`config.mk`:
```
export PLATFORM = sky130hd
export DESIGN_NAME = hpbt_ctrl
export DESIGN_NICKNAME = d
export VERILOG_FILES = /design/src/rtl/hpbt_pkg.sv /design/src/rtl/hpbt_ctrl.sv
export SDC_FILE = /design/constraint.sdc
export NUM_CORES = 1
export LEC_CHECK = 0
export ABC_CLOCK_PERIOD_IN_PS = 3900
export BUFFER_PORTS_ARGS = -buffer_cell sky130_fd_sc_hd__buf_2
export CAP_MARGIN = 40
export CORE_UTILIZATION = 40
export CTS_BUF_LIST = sky130_fd_sc_hd__clkbuf_16
export DETAILED_ROUTE_END_ITERATION = 7
export PLACE_DENSITY = 0.68
export RECOVER_POWER = 25
export SYNTH_ARGS = -nofsm -noshare
export SYNTH_HDL_FRONTEND = slang
export SYNTH_SLANG_ARGS = --single-unit
```
`constraint.sdc`:
```
create_clock -name clock -period 3.9 [get_ports clock]
set_input_delay 0.585 -clock clock [delete_from_list [all_inputs] [get_ports clock]]
set_output_delay 0.585 -clock clock [all_outputs]
set_load 0.02 [all_outputs]
```
`src/rtl/hpbt_pkg.sv`:
```
// Shared types and constants for the histogram probability table.
// Holds opcodes, register indexes, controller states and the command/status structs.
`default_nettype none
package hpbt_pkg;

   localparam int MAX_BINS_DEF = 256;

   localparam int VALUE_W  = 32;
   localparam int CSR_W    = 32;
   localparam int CSR_IDXW = 2;
   localparam int CFGBIN_W = 9;
   localparam int BINNUM_W = 9;
   localparam int PROB_W   = 25;
   localparam int ERR_W    = 2;
   localparam int REQ_DW   = 32;
   localparam int REQ_UW   = 2;
   localparam int RSP_DW   = 40;
   localparam int FRAC_W   = 24;

   // Divider: Q0.24 numerator is a 32-bit count shifted by 24
   localparam int DIV_NUM_W = 56;
   localparam int DIV_DEN_W = 32;
   localparam int DIV_CNT_W = 6;

   typedef enum logic [1:0] {
      OP_ADD    = 2'd0,
      OP_FINISH = 2'd1,
      OP_QUERY  = 2'd2,
      OP_NONE   = 2'd3
   } opcode_type;

   typedef enum logic [1:0] {
      ERR_OK        = 2'd0,
      ERR_NO_TABLE  = 2'd1,
      ERR_NO_EVENTS = 2'd2
   } err_type;

   typedef enum logic [1:0] {
      CSR_ENERGY_MIN     = 2'd0,
      CSR_BIN_SCALE      = 2'd1,
      CSR_BINS_IN_USE    = 2'd2,
      CSR_BACKFILL_START = 2'd3
   } csr_idx_type;

   typedef enum logic [1:0] {
      RD_NONE,
      RD_BIN,
      RD_IDX,
      RD_SCAN
   } rd_sel_type;

   typedef enum logic [2:0] {
      WR_NONE,
      WR_ZERO,
      WR_COUNT,
      WR_NORM,
      WR_FILL
   } wr_sel_type;

   typedef enum logic [4:0] {
      ST_CLEAR,
      ST_IDLE,
      ST_OFFSET,
      ST_MULT,
      ST_BIN,
      ST_WIPE,
      ST_ADD_RD,
      ST_ADD_WR,
      ST_Q_RD,
      ST_Q_DATA,
      ST_NORM_RD,
      ST_NORM_START,
      ST_NORM_DIV,
      ST_BF_INIT,
      ST_BF_RD,
      ST_BF_CHK,
      ST_BF_DIV,
      ST_BF_FILL,
      ST_FIN_DONE,
      ST_RESP
   } state_type;

   typedef struct packed {
      logic       item_load;
      logic       off_load;
      logic       mul_load;
      logic       bin_load;
      logic       idx_clr;
      logic       idx_inc;
      logic       wipe_state;
      rd_sel_type mem_rd;
      wr_sel_type mem_wr;
      logic       prob_load;
      logic       div_start_norm;
      logic       div_start_fill;
      logic       bf_init;
      logic       run_open;
      logic       run_close;
      logic       j_inc;
      logic       fill_init;
      logic       set_ready;
      logic       rsp_load;
   } dp_cmd_type;

   typedef struct packed {
      opcode_type op;
      logic       ready;
      logic       total_zero;
      logic       idx_last;
      logic       rd_zero;
      logic       in_run;
      logic       scan_last;
      logic       bf_skip;
      logic       div_done;
      logic       fill_last;
      logic       rsp_free;
   } dp_sts_type;

endpackage
`default_nettype wire

```
`src/rtl/hpbt_ctrl.sv`:
```
// Sequencer for add, finish and query requests and the clearing sweeps.
// Depends on hpbt_pkg; drives the datapath by dp_cmd_type only.
`default_nettype none
module hpbt_ctrl (
   input  wire logic                 clock,
   input  wire logic                 reset,
   input  wire logic                 req_tvalid,
   output logic                      req_tready,
   input  wire hpbt_pkg::dp_sts_type sts,
   output hpbt_pkg::dp_cmd_type      cmd
);
   import hpbt_pkg::*;

   state_type state_ff, state_in;

   always_ff @(posedge clock) begin
      if (reset) begin
         state_ff <= ST_CLEAR;
      end else begin
         state_ff <= state_in;
      end
   end

   always_comb begin
      state_in   = state_ff;
      cmd        = '0;
      cmd.mem_rd = RD_NONE;
      cmd.mem_wr = WR_NONE;
      req_tready = 1'b0;
      unique case (state_ff)
         // zero the bin memory once after reset
         ST_CLEAR: begin
            cmd.mem_wr  = WR_ZERO;
            cmd.idx_inc = 1'b1;
            if (sts.idx_last) begin
               cmd.idx_clr = 1'b1;
               state_in    = ST_IDLE;
            end
         end
         ST_IDLE: begin
            req_tready    = 1'b1;
            cmd.item_load = req_tvalid;
            if (req_tvalid) state_in = ST_OFFSET;
         end
         ST_OFFSET: begin
            cmd.off_load = 1'b1;
            state_in     = ST_MULT;
         end
         ST_MULT: begin
            cmd.mul_load = 1'b1;
            state_in     = ST_BIN;
         end
         // dispatch on opcode
         ST_BIN: begin
            cmd.bin_load = 1'b1;
            cmd.idx_clr  = 1'b1;
            unique case (sts.op)
               OP_ADD:    state_in = sts.ready ? ST_WIPE : ST_ADD_RD;
               OP_QUERY:  state_in = ST_Q_RD;
               OP_FINISH: state_in = (sts.ready || sts.total_zero) ? ST_RESP : ST_NORM_RD;
               OP_NONE:   state_in = ST_RESP;
            endcase
         end
         // drop the finished table before a new add
         ST_WIPE: begin
            cmd.mem_wr     = WR_ZERO;
            cmd.idx_inc    = 1'b1;
            cmd.wipe_state = 1'b1;
            if (sts.idx_last) begin
               cmd.idx_clr = 1'b1;
               state_in    = ST_ADD_RD;
            end
         end
         ST_ADD_RD: begin
            cmd.mem_rd = RD_BIN;
            state_in   = ST_ADD_WR;
         end
         ST_ADD_WR: begin
            cmd.mem_wr = WR_COUNT;
            state_in   = ST_RESP;
         end
         ST_Q_RD: begin
            cmd.mem_rd = RD_BIN;
            state_in   = ST_Q_DATA;
         end
         ST_Q_DATA: begin
            cmd.prob_load = 1'b1;
            state_in      = ST_RESP;
         end
         // normalise every bin to Q0.24
         ST_NORM_RD: begin
            cmd.mem_rd = RD_IDX;
            state_in   = ST_NORM_START;
         end
         ST_NORM_START: begin
            cmd.div_start_norm = 1'b1;
            state_in           = ST_NORM_DIV;
         end
         ST_NORM_DIV: begin
            if (sts.div_done) begin
               cmd.mem_wr = WR_NORM;
               if (sts.idx_last) begin
                  cmd.idx_clr = 1'b1;
                  state_in    = ST_BF_INIT;
               end else begin
                  cmd.idx_inc = 1'b1;
                  state_in    = ST_NORM_RD;
               end
            end
         end
         // walk bins s..n and spread each nonzero bin that ends an empty run over that run and itself
         ST_BF_INIT: begin
            cmd.bf_init = 1'b1;
            state_in    = sts.bf_skip ? ST_FIN_DONE : ST_BF_RD;
         end
         ST_BF_RD: begin
            cmd.mem_rd = RD_SCAN;
            state_in   = ST_BF_CHK;
         end
         ST_BF_CHK: begin
            if (!sts.rd_zero && sts.in_run) begin
               cmd.div_start_fill = 1'b1;
               state_in           = ST_BF_DIV;
            end else begin
               cmd.run_open = sts.rd_zero && !sts.in_run;
               if (sts.scan_last) begin
                  state_in = ST_FIN_DONE;
               end else begin
                  cmd.j_inc = 1'b1;
                  state_in  = ST_BF_RD;
               end
            end
         end
         ST_BF_DIV: begin
            if (sts.div_done) begin
               cmd.fill_init = 1'b1;
               state_in      = ST_BF_FILL;
            end
         end
         ST_BF_FILL: begin
            cmd.mem_wr = WR_FILL;
            if (sts.fill_last) begin
               cmd.run_close = 1'b1;
               if (sts.scan_last) begin
                  state_in = ST_FIN_DONE;
               end else begin
                  cmd.j_inc = 1'b1;
                  state_in  = ST_BF_RD;
               end
            end
         end
         ST_FIN_DONE: begin
            cmd.set_ready = 1'b1;
            state_in      = ST_RESP;
         end
         // hold until the output register is free
         ST_RESP: begin
            if (sts.rsp_free) begin
               cmd.rsp_load = 1'b1;
               state_in     = ST_IDLE;
            end
         end
         default: state_in = ST_CLEAR;
      endcase
   end

endmodule
`default_nettype wire

```
==> metrics.txt <==
Worst Path Buf+Inv 1; FF-to-FF End state_ff[2]; Synth Flop Type dfxtp_1; top flop regs state_ff: 5 flops; via count 1179; setup tns final 0 ns; hold_buf cts 0; post_cts resized 0; clock slew at reported path FFs 0.03 ns; RSZ-0062 raised after global routing false; FILL cells ~200; hold_sp reset; period utilization 67.7%; number of DRC markers in iteration 0 56; Final #Nets between 150 and 200; GRT overflow 0; Post-synth EDFFs 0; critical path required time 3.31 ns; placed wire-length estimate 1970 microns; final setup vio count 0; CP Data Arrival Time between 2 and 2.5 ns; post-synthesis cell count 145; final hold vios 0; Die Wd 49.3 microns; YS warnings 0; Core Area just over 2000 sq um; crit path kind reg2out; Final WS setup 1.26 ns; port bufs 37; maximum VDD drop 291 uV; Max stage delay on crit path 0.92 ns; hold-critical path depth 2; top-level port count 38; H-tree Lvls 1; Post-Syn Area per Cell 6.17 sq um; area of the multi-input gates a little under 700 sq um; status finished clean; Area Overhead vs Synth 24.3%; CP delay by family, top flip-flops; top-count cell post-synth nor2_1; Yosys cell types 47; Crit Path Max Fanout 29; layout cell share with drive strength beyond 1 between 20% and 30%; dpl ws 1.51 ns; Slew HR 37.8%; fmax 379 MHz; max reg flops 5; slowest CP cell dfxtp_1; row cnt 16; Cell Pwr Density around 540 nW/um^2; FFs w/ async S/R, synth 0%; number of diodes 0; critical-path cell list nor2b_1, o21ai_0, a21oi_1, a21o_1, buf_2; Tightest Pin Transition approximately 0.93 ns; sequential area share after synthesis 11.2%; first-pass iteration count of the detailed router 4; Die H ~49 microns; Register Area 100 sq um; Mapped Area between 800 and 900 sq um; post-route ant nets 0; WL per Instance 13.7 microns; static leakage 0.486 nW; max-slew violations 0; drt total wl 2750 microns; GRT Resource Usage Total 23.4%; synthesized net count 160; R2R Path Start state_ff[2]; area leader, netlist dfxtp_1; die area roughly 2400 sq um; #FFs+latches synth 5; Worst setup SP type register; Worst Reg-to-Reg Cells 5; Worst setup EP type output pin; HP Class in2reg; Post-CTS Setup Bufs 0; Synth top area share between 10 and 15%; register name with the most flops state_ff; largest net degree at the start of global routing 30; initial antenna violation count 0; Tmin final 2.64 ns; initial core utilization 44.2%; first-pass GRT wire length roughly 4500 microns; clk_lat worst skew 0.23 ns; Worst path depth 5; Via density 5.90; clock tree buffer depth 2; number of buffers created by CTS 3; Sink Count 5; GPL Wtd Cong ~0.86; Layout Utilization 55.0%; Residual DRC 0; reg2reg setup slack 1.61 ns; CTS tree built; Hold Path End state_ff[4]; number of global-route vias before repair 1029; Max-Cap Viols 0; Fin Clk Skew 0.000676 ns; commonest cells in the netlist nor2_1 (22), nand2_1 (15), a21oi_1 (8), inv_1 (8); ranking of synthesized cells by area dfxtp_1 (11%), nor2_1 (9.2%), nand2_1 (6.3%); root buffer selected by CTS clkbuf_16
[power breakdown]
| group | leakage (nW) | switching [W] | internal (W) |
|---|---|---|---|
| sequential | 0.0408 | 0.0000666 | 0.0000620 |
| combinational | 0.403 | 0.000184 | 0.000122 |
| clock | 0.0423 | 0.0000347 | 0.000133 |
| total | 0.486 | 0.000285 | 0.000317 |
[worst max path at each step]
stage	startpoint	to	slack (ns)
after floorplan	state_ff[2]	cmd[17]	1.63
after global routing	state_ff[0]	cmd[17]	1.09
final	state_ff[0]	cmd[17]	1.26
after CTS	state_ff[0]	cmd[17]	1.29
after detailed placement	state_ff[0]	cmd[17]	1.51
after global placement	state_ff[0]	cmd[17]	1.57
[worst reg2reg max path, cell delays in order, from the launching register on]
cell and delay (ns):
dfxtp_1 0.88, or3b_1 0.32, a2111o_1 0.16, nand3_1 0.18
or3_1 0.44, o21ai_0 0.22
[layer usage]
metal  share of wire (%)  vias to the layer above  GRT usage (%)
met1                  44                      522           30.1
met3                 8.9                        4           3.12
li1                    -                      582              -
met5                   0                        -              0
met4                 1.2                        0           9.80
met2                  45                       71           38.6
[cells in the final DEF (no fill, tap or decap), drive strengths merged, types with 4 or more instances in the layout]
| cell | Yosys | layout |
|---|---|---|
| buf | 9 | 35 |
| nor2 | 22 | 22 |
| nand2 | 15 | 15 |
| inv | 8 | 9 |
| o21ai | 9 | 9 |
| a21oi | 8 | 8 |
| nand3 | 6 | 6 |
| nor3 | 6 | 6 |
| nand2b | 5 | 5 |
| dfxtp | 5 | 5 |
| clkbuf | 4 | 5 |
| or3 | 4 | 4 |
| a211oi | 4 | 4 |
| nand3b | 4 | 4 |
[metrics by stage]
step | hold WS [ns] | area (sq um) | instances | total power, W
6_report | 0.578 | 1110 | 200 | 0.000602
5_1_grt | 0.593 | 1110 | 200 | 0.000642
4_1_cts | 0.575 | 1130 | 200 | 0.000602
3_5_place_dp | 0.678 | 1050 | 196 | 0.000433
3_3_place_gp | 0.669 | 1050 | 196 | 0.000430
2_1_floorplan | 0.595 | 895 | 145 | 0.000362
[area by class of cell]
cell class / count / share of cell area [%]
Timing Repair Buffer: 37 / 16.4
Tap cell: 27 / 3.04
Sequential cell: 5 / 9.00
Clock inverter: 1 / 0.337
Inverter: 8 / 2.70
Multi-Input combinational cell: 119 / 61.8
Clock buffer: 3 / 6.75
[cell families after synthesis]
group	share of synthesized area, %
compound gates	30.2
xor+xnor	0.979
buf+inv	10.6
flops	11.2
mux	2.38
simple gates	44.6
Note: power is estimated with default switching activity, not from simulation.
